===== src/rtl/core/pfa_pkg.sv =====
// shared constants and types of the partition fit allocator
`timescale 1ns / 1ps

package pfa_pkg;

    localparam int MAX_PARTS    = 16;
    localparam int IDX_BITS     = $clog2(MAX_PARTS);
    localparam int CNT_BITS     = $clog2(MAX_PARTS + 1);
    localparam int ADDR_BITS    = 16;
    localparam int SIZE_BITS    = ADDR_BITS + 1;
    localparam int CFG_IDX_BITS = 2;

    localparam logic [CFG_IDX_BITS-1:0] REG_FIT_MODE    = CFG_IDX_BITS'(0);
    localparam logic [CFG_IDX_BITS-1:0] REG_MEMORY_SIZE = CFG_IDX_BITS'(1);

    localparam logic [SIZE_BITS-1:0] MEM_RESET = SIZE_BITS'(4096);
    localparam logic [SIZE_BITS-1:0] MEM_TOP   = SIZE_BITS'(1) << ADDR_BITS;

    localparam logic MODE_FIRST = 1'b0;

    localparam logic [1:0] ST_OK      = 2'd0;
    localparam logic [1:0] ST_NOFIT   = 2'd1;
    localparam logic [1:0] ST_FULL    = 2'd2;
    localparam logic [1:0] ST_BADSIZE = 2'd3;

    typedef enum logic [0:0] {
        ALU_SUB,
        ALU_ADD
    } alu_op_t;

    typedef enum logic [3:0] {
        S_IDLE,
        S_FETCH,
        S_FIT,
        S_BEST,
        S_REM,
        S_ADD,
        S_SHREAD,
        S_SHWRITE,
        S_WRREM,
        S_WRSEL,
        S_DONE
    } state_t;

    typedef struct packed {
        logic [ADDR_BITS-1:0] base;
        logic [SIZE_BITS-1:0] size;
        logic                 busy;
    } part_entry_t;

    typedef struct packed {
        logic                rd_en;
        logic [IDX_BITS-1:0] rd_addr;
        logic                wr_en;
        logic [IDX_BITS-1:0] wr_addr;
        part_entry_t         wr_data;
    } tbl_req_t;

endpackage


===== src/rtl/core/partition_fit_allocator_unit.sv =====
// partition fit allocator top level: configuration registers and core wiring
// a zero size goes straight to the result; else entries are fetched and tested in turn,
// best fit compares each later fit, and a split moves later entries up before its writes
// one request at a time, the next accepted in the cycle after its result beat
// the receiver cannot stall: each result beat is shown with done for one cycle
// reset: first fit, memory size 4096, table holds one free partition at base 0
`timescale 1ns / 1ps

module partition_fit_allocator_unit
    import pfa_pkg::*;
(
    input  logic                    clk,
    input  logic                    rst_n,
    input  logic                    start,
    output logic                    busy,
    input  logic [SIZE_BITS-1:0]    request_size,
    output logic                    done,
    output logic [ADDR_BITS-1:0]    alloc_base,
    output logic [1:0]              status,
    input  logic                    cfg_we,
    input  logic [CFG_IDX_BITS-1:0] cfg_index,
    input  logic [SIZE_BITS-1:0]    cfg_data
);

    logic                 fit_mode_reg, fit_mode_next;
    logic [SIZE_BITS-1:0] mem_size_reg, mem_size_next;
    logic [SIZE_BITS-1:0] mem_clamped;
    logic                 init;

    tbl_req_t             tbl_req;
    part_entry_t          tbl_rd_data;
    alu_op_t              alu_op;
    logic [SIZE_BITS-1:0] alu_a;
    logic [SIZE_BITS-1:0] alu_b;
    logic [SIZE_BITS-1:0] alu_result;
    logic                 alu_borrow;

    always_comb
    begin
        if (cfg_data == '0)
        begin
            mem_clamped = SIZE_BITS'(1);
        end
        else if (cfg_data > MEM_TOP)
        begin
            mem_clamped = MEM_TOP;
        end
        else
        begin
            mem_clamped = cfg_data;
        end
    end

    assign init = cfg_we && (cfg_index == REG_MEMORY_SIZE);

    always_comb
    begin
        fit_mode_next = fit_mode_reg;
        mem_size_next = mem_size_reg;
        if (cfg_we && (cfg_index == REG_FIT_MODE))
        begin
            fit_mode_next = cfg_data[0];
        end
        if (init)
        begin
            mem_size_next = mem_clamped;
        end
    end

    always_ff @(posedge clk or negedge rst_n)
    begin
        if (!rst_n)
        begin
            fit_mode_reg <= MODE_FIRST;
            mem_size_reg <= MEM_RESET;
        end
        else
        begin
            fit_mode_reg <= fit_mode_next;
            mem_size_reg <= mem_size_next;
        end
    end

    pfa_ctrl u_ctrl (
        .clk          (clk),
        .rst_n        (rst_n),
        .start        (start),
        .request_size (request_size),
        .fit_mode     (fit_mode_reg),
        .memory_size  (mem_size_reg),
        .init         (init),
        .busy         (busy),
        .done         (done),
        .alloc_base   (alloc_base),
        .status       (status),
        .tbl_req      (tbl_req),
        .tbl_rd_data  (tbl_rd_data),
        .alu_op       (alu_op),
        .alu_a        (alu_a),
        .alu_b        (alu_b),
        .alu_result   (alu_result),
        .alu_borrow   (alu_borrow)
    );

    pfa_table u_table (
        .clk     (clk),
        .req     (tbl_req),
        .rd_data (tbl_rd_data)
    );

    pfa_alu u_alu (
        .op     (alu_op),
        .a      (alu_a),
        .b      (alu_b),
        .result (alu_result),
        .borrow (alu_borrow)
    );

endmodule


===== src/rtl/core/pfa_alu.sv =====
// shared add / subtract unit with borrow flag
`timescale 1ns / 1ps

module pfa_alu
    import pfa_pkg::*;
(
    input  alu_op_t              op,
    input  logic [SIZE_BITS-1:0] a,
    input  logic [SIZE_BITS-1:0] b,
    output logic [SIZE_BITS-1:0] result,
    output logic                 borrow
);

    logic                 sub;
    logic [SIZE_BITS-1:0] b_in;
    logic                 carry;

    assign sub  = (op == ALU_SUB);
    assign b_in = sub ? ~b : b;
    assign {carry, result} = {1'b0, a} + {1'b0, b_in} + {{SIZE_BITS{1'b0}}, sub};
    // borrow set means a < b on a subtract
    assign borrow = sub & ~carry;

endmodule


===== src/rtl/core/pfa_table.sv =====
// partition table memory, one write and one registered read port
`timescale 1ns / 1ps

module pfa_table
    import pfa_pkg::*;
(
    input  logic        clk,
    input  tbl_req_t    req,
    output part_entry_t rd_data
);

    part_entry_t mem [MAX_PARTS];
    part_entry_t rd_data_reg;

    always_ff @(posedge clk)
    begin
        if (req.wr_en)
        begin
            mem[req.wr_addr] <= req.wr_data;
        end
        if (req.rd_en)
        begin
            rd_data_reg <= mem[req.rd_addr];
        end
    end

    assign rd_data = rd_data_reg;

endmodule


===== src/rtl/core/pfa_ctrl.sv =====
// allocation sequencer: table scan, remainder split and entry shift
`timescale 1ns / 1ps

module pfa_ctrl
    import pfa_pkg::*;
(
    input  logic                 clk,
    input  logic                 rst_n,
    input  logic                 start,
    input  logic [SIZE_BITS-1:0] request_size,
    input  logic                 fit_mode,
    input  logic [SIZE_BITS-1:0] memory_size,
    input  logic                 init,
    output logic                 busy,
    output logic                 done,
    output logic [ADDR_BITS-1:0] alloc_base,
    output logic [1:0]           status,
    output tbl_req_t             tbl_req,
    input  part_entry_t          tbl_rd_data,
    output alu_op_t              alu_op,
    output logic [SIZE_BITS-1:0] alu_a,
    output logic [SIZE_BITS-1:0] alu_b,
    input  logic [SIZE_BITS-1:0] alu_result,
    input  logic                 alu_borrow
);

    state_t               state_reg, state_next;
    logic [CNT_BITS-1:0]  count_reg, count_next;
    logic                 fresh_reg, fresh_next;
    logic [CNT_BITS-1:0]  scan_reg, scan_next;
    logic [CNT_BITS-1:0]  shift_reg, shift_next;
    logic                 have_reg, have_next;
    logic [SIZE_BITS-1:0] req_reg, req_next;
    logic [IDX_BITS-1:0]  sel_idx_reg, sel_idx_next;
    logic [SIZE_BITS-1:0] sel_size_reg, sel_size_next;
    logic [ADDR_BITS-1:0] sel_base_reg, sel_base_next;
    logic [SIZE_BITS-1:0] rem_size_reg, rem_size_next;
    logic [ADDR_BITS-1:0] rem_base_reg, rem_base_next;
    logic [1:0]           status_reg, status_next;
    logic [ADDR_BITS-1:0] base_out_reg, base_out_next;

    part_entry_t          cur;
    logic [CNT_BITS-1:0]  scan_inc;
    logic [CNT_BITS-1:0]  after_sel;
    logic [CNT_BITS-1:0]  shift_dec;
    logic                 fits;
    logic                 advance;

    // entry 0 reads as one free partition until the first allocation writes it
    always_comb
    begin
        if (fresh_reg && (scan_reg == '0))
        begin
            cur = '{base: '0, size: memory_size, busy: 1'b0};
        end
        else
        begin
            cur = tbl_rd_data;
        end
    end

    assign scan_inc  = scan_reg + CNT_BITS'(1);
    assign after_sel = {1'b0, sel_idx_reg} + CNT_BITS'(1);
    assign shift_dec = shift_reg - CNT_BITS'(1);
    assign fits      = ~cur.busy & ~alu_borrow;

    always_comb
    begin
        state_next    = state_reg;
        count_next    = count_reg;
        fresh_next    = fresh_reg;
        scan_next     = scan_reg;
        shift_next    = shift_reg;
        have_next     = have_reg;
        req_next      = req_reg;
        sel_idx_next  = sel_idx_reg;
        sel_size_next = sel_size_reg;
        sel_base_next = sel_base_reg;
        rem_size_next = rem_size_reg;
        rem_base_next = rem_base_reg;
        status_next   = status_reg;
        base_out_next = base_out_reg;
        tbl_req       = '0;
        alu_op        = ALU_SUB;
        alu_a         = '0;
        alu_b         = '0;
        advance       = 1'b0;

        case (state_reg)
            S_IDLE:
            begin
                if (init)
                begin
                    count_next = CNT_BITS'(1);
                    fresh_next = 1'b1;
                end
                if (start)
                begin
                    req_next  = request_size;
                    scan_next = '0;
                    have_next = 1'b0;
                    if (request_size == '0)
                    begin
                        status_next   = ST_BADSIZE;
                        base_out_next = '0;
                        state_next    = S_DONE;
                    end
                    else
                    begin
                        state_next = S_FETCH;
                    end
                end
            end
            S_FETCH:
            begin
                tbl_req.rd_en   = 1'b1;
                tbl_req.rd_addr = scan_reg[IDX_BITS-1:0];
                state_next      = S_FIT;
            end
            S_FIT:
            begin
                alu_a = cur.size;
                alu_b = req_reg;
                if (fits && (fit_mode == MODE_FIRST))
                begin
                    sel_idx_next  = scan_reg[IDX_BITS-1:0];
                    sel_size_next = cur.size;
                    sel_base_next = cur.base;
                    state_next    = S_REM;
                end
                else if (fits && !have_reg)
                begin
                    sel_idx_next  = scan_reg[IDX_BITS-1:0];
                    sel_size_next = cur.size;
                    sel_base_next = cur.base;
                    have_next     = 1'b1;
                    advance       = 1'b1;
                end
                else if (fits)
                begin
                    state_next = S_BEST;
                end
                else
                begin
                    advance = 1'b1;
                end
            end
            S_BEST:
            begin
                // strictly smaller wins, so ties keep the lower index
                alu_a = cur.size;
                alu_b = sel_size_reg;
                if (alu_borrow)
                begin
                    sel_idx_next  = scan_reg[IDX_BITS-1:0];
                    sel_size_next = cur.size;
                    sel_base_next = cur.base;
                end
                advance = 1'b1;
            end
            S_REM:
            begin
                alu_a         = sel_size_reg;
                alu_b         = req_reg;
                rem_size_next = alu_result;
                if (alu_result == '0)
                begin
                    state_next = S_WRSEL;
                end
                else if (count_reg == CNT_BITS'(MAX_PARTS))
                begin
                    status_next   = ST_FULL;
                    base_out_next = '0;
                    state_next    = S_DONE;
                end
                else
                begin
                    shift_next = count_reg;
                    state_next = S_ADD;
                end
            end
            S_ADD:
            begin
                alu_op        = ALU_ADD;
                alu_a         = {1'b0, sel_base_reg};
                alu_b         = req_reg;
                rem_base_next = alu_result[ADDR_BITS-1:0];
                if (shift_reg > after_sel)
                begin
                    state_next = S_SHREAD;
                end
                else
                begin
                    state_next = S_WRREM;
                end
            end
            S_SHREAD:
            begin
                tbl_req.rd_en   = 1'b1;
                tbl_req.rd_addr = shift_dec[IDX_BITS-1:0];
                state_next      = S_SHWRITE;
            end
            S_SHWRITE:
            begin
                tbl_req.wr_en   = 1'b1;
                tbl_req.wr_addr = shift_reg[IDX_BITS-1:0];
                tbl_req.wr_data = tbl_rd_data;
                shift_next      = shift_dec;
                if (shift_dec > after_sel)
                begin
                    state_next = S_SHREAD;
                end
                else
                begin
                    state_next = S_WRREM;
                end
            end
            S_WRREM:
            begin
                tbl_req.wr_en   = 1'b1;
                tbl_req.wr_addr = after_sel[IDX_BITS-1:0];
                tbl_req.wr_data = '{base: rem_base_reg, size: rem_size_reg, busy: 1'b0};
                count_next      = count_reg + CNT_BITS'(1);
                state_next      = S_WRSEL;
            end
            S_WRSEL:
            begin
                tbl_req.wr_en   = 1'b1;
                tbl_req.wr_addr = sel_idx_reg;
                tbl_req.wr_data = '{base: sel_base_reg, size: req_reg, busy: 1'b1};
                fresh_next      = 1'b0;
                status_next     = ST_OK;
                base_out_next   = sel_base_reg;
                state_next      = S_DONE;
            end
            S_DONE:
            begin
                state_next = S_IDLE;
            end
            default:
            begin
                state_next = S_IDLE;
            end
        endcase

        if (advance)
        begin
            if (scan_inc == count_reg)
            begin
                if (have_next)
                begin
                    state_next = S_REM;
                end
                else
                begin
                    status_next   = ST_NOFIT;
                    base_out_next = '0;
                    state_next    = S_DONE;
                end
            end
            else
            begin
                scan_next  = scan_inc;
                state_next = S_FETCH;
            end
        end
    end

    always_ff @(posedge clk or negedge rst_n)
    begin
        if (!rst_n)
        begin
            state_reg <= S_IDLE;
            count_reg <= CNT_BITS'(1);
            fresh_reg <= 1'b1;
            scan_reg  <= '0;
            shift_reg <= '0;
            have_reg  <= 1'b0;
        end
        else
        begin
            state_reg <= state_next;
            count_reg <= count_next;
            fresh_reg <= fresh_next;
            scan_reg  <= scan_next;
            shift_reg <= shift_next;
            have_reg  <= have_next;
        end
    end

    always_ff @(posedge clk)
    begin
        req_reg      <= req_next;
        sel_idx_reg  <= sel_idx_next;
        sel_size_reg <= sel_size_next;
        sel_base_reg <= sel_base_next;
        rem_size_reg <= rem_size_next;
        rem_base_reg <= rem_base_next;
        status_reg   <= status_next;
        base_out_reg <= base_out_next;
    end

    assign busy       = (state_reg != S_IDLE);
    assign done       = (state_reg == S_DONE);
    assign alloc_base = base_out_reg;
    assign status     = status_reg;

endmodule


===== config.mk =====
export PLATFORM = sky130hd
export DESIGN_NAME = partition_fit_allocator_unit
export DESIGN_NICKNAME = d
export VERILOG_FILES = /design/src/rtl/core/pfa_pkg.sv /design/src/rtl/core/partition_fit_allocator_unit.sv /design/src/rtl/core/pfa_alu.sv /design/src/rtl/core/pfa_table.sv /design/src/rtl/core/pfa_ctrl.sv
export SDC_FILE = /design/constraint.sdc
export NUM_CORES = 1
export LEC_CHECK = 0
export ABC_CLOCK_PERIOD_IN_PS = 15690
export BUFFER_PORTS_ARGS = -buffer_cell sky130_fd_sc_hd__buf_4
export CAP_MARGIN = 20
export CORE_UTILIZATION = 60
export CTS_CLUSTER_SIZE = 8
export DETAILED_ROUTE_END_ITERATION = 16
export GPL_TIMING_DRIVEN = 0
export PLACE_DENSITY = 0.73
export SYNTH_ARGS = -nofsm -noshare
export SYNTH_HDL_FRONTEND = slang
export SYNTH_SLANG_ARGS = --single-unit
export TNS_END_PERCENT = 5

===== constraint.sdc =====
create_clock -name clk -period 15.69 [get_ports clk]
set_input_delay 3.138 -clock clk [delete_from_list [all_inputs] [get_ports clk]]
set_output_delay 3.138 -clock clk [all_outputs]
set_load 0.1 [all_outputs]

==> key figures <==
Logic synthesis
  – Seq/Total Area, Yosys: 70.0%
  – Largest area contributor in the netlist: edfxtp_1
  – Yosys top cell area share: about 66%
  – Syn_nets: 1958
  – Netlist cell types: 74
  – #FFs+latches synth: a little over 700
  – Asr flop ratio synth: under 10%
  – Commonest cells post-synth: edfxtp_1, nand2_1, mux4_2, clkbuf_1, nor2_1
  – Ranking of synthesized cells by area: edfxtp_1, mux4_2, dfrtp_1
  – Synth Cell Area: slightly above 30000 sq um
  – Ys Warns: 0
  – Syn avg cell area: approximately 16 sq um
  – Main synth FF type: edfxtp_1
  – EDFF count, synth: ~670
  – Synth Instances: ~1900
  – Most frequent cell after synthesis: edfxtp_1

Run status
  – Status: completed

Power and ir drop
  – Clock power frac: 24.7%
  – LEAKAGE: about 12 nW
  – Combinational cell fraction of total power: between 30% and 40%
  – Power density cells: around 230 nW/um^2
  – Max VDD drop: 0.119 mV
  – Design Power: a little under 8 mW
  – Pint: around 5 mW
  – Power share of the sequential group: 38.6%
  – Switch share: a little under two fifths
  – Net load switching power: 2.96 mW

Placed design
  – Placed cells: about 2600
  – Pre-CTS setup slack: a little over 9 ns
  – Routability cong.: 0.946
  – Placed wire-length estimate: approximately 55 mm
  – Port Buf Inserts: 59

Setup path
  – Critical Path Most Common Cell: clkbuf_1
  – Crit-path max FO: 10
  – Critical path buffer and inverter count: 5
  – Worst Reg-to-Reg Cells: 19
  – CP Class: flop to flop
  – Delay-heaviest family, CP: buffers and inverters
  – WP data arrival: between 7 and 8 ns
  – CP required: ~16 ns
  – R2R Setup Slk: between 9 and 10 ns
  – CP cell instances: clkbuf_1, clkbuf_1, clkbuf_1, buf_1, mux2i_1, o22ai_1, nand2b_1, fa_1, a21o_1, a31o_1, a2111o_1, and3_1, or4_1, nor4_2, nand4_2, o21ai_2, nand3_2, buf_2, o21ai_1
  – Kind of start point of the critical path: flop
  – Slowest stage delay, CP: 0.72 ns
  – FF-to-FF End: u_ctrl.alloc_base[11]$_DFF_P_
  – Slowest CP cell: buf_1
  – CP Capture Type: flop
  – Critical register-to-register path startpoint: u_ctrl.state_reg[0]$_DFFE_PN0P_

Floorplanning
  – I/O Pins: 60
  – DIE HEIGHT: about 230 um
  – Initial core utilization: between 60% and 70%
  – Die width: around 230 um
  – Core ar.: around 50000 sq um
  – Standard-cell row count: around 80
  – Die ar.: 51700 sq um

Clock network
  – CTS tree: built
  – Worst-skew pair later-pin latency: 0.67 ns
  – Worst-path clk slew: 0.06 ns
  – Longest Clk Path Bufs: 3
  – CTS Buf Count: 100
  – H-Tree Depth: 3
  – Clock Sink Count: between 700 and 800
  – Post-CTS Setup Inserts: 0
  – Clock root buffer master: clkbuf_16
  – Cts repair resizes: 0
  – Hold_buf cts: 0

Timing
  – Final setup vio count: 0
  – Final slew viol count: 0
  – Final worst path period need: approximately 6.7 ns
  – Unrepaired setup endpoints after global routing: no
  – Fraction of the cycle the final worst path needs: ~42%
  – Tightest Pin Transition: ~1.1 ns
  – Fmax: between 150 and 200 MHz
  – Hold slack: about 0.46 ns
  – Setup WS post-layout: about 9 ns
  – Final setup TNS: 0 ns
  – Relative slew slack: 26.5%
  – Final Hold Viols: 0
  – Setup Skew: between 0.05 and 0.06 ns

Global route
  – Vias in the first global route: approximately 19000
  – GRT Resource Usage Total: 33.0%
  – Global-route wire length before repair: ~120 mm
  – Initial antenna violation count: 2
  – Gr ovfl total: 0
  – Largest net degree at the start of global routing: 40

Route
  – Avg WL per Cell: just under 30 um
  – Drc violations: 0
  – Via count: 18570
  – ANT nets after route: 0
  – Final WL: about 83 mm
  – Initial DRC Count: 2366
  – Via-per-instance ratio: between 6 and 7
  – DRT Pass-1 Iters: 7

Run
  – Max-Cap Viols: 0

Finish
  – Nets: ~2100
  – Area grow syn2layout: 15.5%
  – Finished Layout Cells: roughly 2800
  – Share of layout cells above drive strength 1: a little under a fifth
  – Largest register FFs: approximately 540
  – # diodes: 0

Hold path
  – Min-Delay Path Class: flop to flop
  – WHS Endpoint: u_ctrl.sel_idx_reg[2]$_DFFE_PP_
  – Hold Startpoint: u_ctrl.scan_reg[2]$_DFF_PN0_
  – Min-Delay Path Depth: 0
area by class of cell:
type / count / area (sq um)
Clock buffer: 133 / 2670
Tap cell: 672 / 841
Fill cell: 3132 / 14900
Clock inverter: 6 / 121
Inverter: 37 / 139
Buffer: 104 / 423
Timing Repair Buffer: 83 / 947
Sequential cell: 722 / 21300
Multi-Input combinational cell: 1022 / 8720
power groups by stage:
stage	Combinational [mW]	Clock [mW]	Sequential, mW
floorplan	1.70	0	3.15
global placement	2.68	0	3.09
detailed placement	2.83	0	3.07
CTS	2.88	1.97	3.06
global route	3.08	2.05	3.09
finish	2.92	1.96	3.07
logic make-up (layout without fill, tap and decap cells):
| logic type | count (synthesis) | count (layout) | synth area share [%] |
|---|---|---|---|
| mux | 171 | 171 | 11.3 |
| xor+xnor | 39 | 39 | 1.12 |
| fa+ha+maj | 34 | 34 | 1.41 |
| compound gates | 286 | 286 | 6.48 |
| simple gates | 492 | 492 | 7.89 |
| flops | 722 | 722 | 70.0 |
| buf+inv | 141 | 363 | 1.84 |
layout by cell type (no fill, tap or decap), types with 7 or more instances in the layout:
cell	n
edfxtp_1	665
nand2_1	227
mux4_2	136
clkbuf_1	104
clkbuf_16	102
buf_4	61
and2_1	56
nor2_1	45
a211oi_1	40
a31oi_1	40
o21ai_0	38
inv_1	36
nand3_1	36
dfrtp_1	36
a21oi_1	32
ha_1	32
nand2b_1	29
a22oi_1	29
xnor2_1	23
mux2i_1	19
buf_2	19
o22ai_1	19
dfxtp_1	18
mux2_2	16
xor2_1	16
nor2_4	16
a22o_1	16
nor3_1	14
o21ai_1	12
nor4_1	12
a222oi_1	11
buf_1	10
nand4_1	10
buf_12	10
o211ai_1	9
buf_16	9
a21o_1	7
how the worst max path moves through the flow:
stage,from,to,slack (ns),depth (start not counted)
final,u_ctrl.state_reg[0]$_DFFE_PN0P_,u_ctrl.alloc_base[11]$_DFF_P_,9.04,19
after global routing,u_ctrl.scan_reg[0]$_DFF_PN0_,u_ctrl.alloc_base[11]$_DFF_P_,8.80,20
after CTS,u_ctrl.state_reg[0]$_DFFE_PN0P_,u_ctrl.alloc_base[11]$_DFF_P_,9.14,19
after detailed placement,u_ctrl.scan_reg[0]$_DFF_PN0_,u_ctrl.alloc_base[8]$_DFF_P_,9.19,20
after global placement,u_ctrl.state_reg[0]$_DFFE_PN0P_,u_table.mem[0][25]$_DFFE_PP_,7.51,8
after floorplan,u_ctrl.state_reg[0]$_DFFE_PN0P_,u_ctrl.sel_base_reg[0]$_SDFFCE_PN0P_,10.20,17
per-stage QoR:
step                      area, sq um  util, %
final                           35200     70.2
after global routing            35200     70.2
after CTS                       35100     70.2
after detailed placement        32400     64.6
after global placement          31700     63.4
after floorplan                 30500        -
metal layers:
layer / share of wire, % / GRT usage (%)
met1: 38 / 44.3
met2: 49 / 53.7
met3: 9.1 / 6.34
met4: 3.9 / 13.5
met5: 0.011 / 0
worst register-to-register path: stages (launching register included):
cell	delay [ns]
dfrtp_1	0.33
clkbuf_1	0.31
clkbuf_1	0.47
clkbuf_1	0.55
buf_1	0.72
mux2i_1	0.20
o22ai_1	0.17
nand2b_1	0.12
fa_1	0.41
a21o_1	0.23
a31o_1	0.27
a2111o_1	0.41
and3_1	0.26
or4_1	0.53
nor4_2	0.18
nand4_2	0.34
o21ai_2	0.34
nand3_2	0.29
buf_2	0.32
o21ai_1	0.19
No activity file was read; power rests on OpenSTA's default activity.
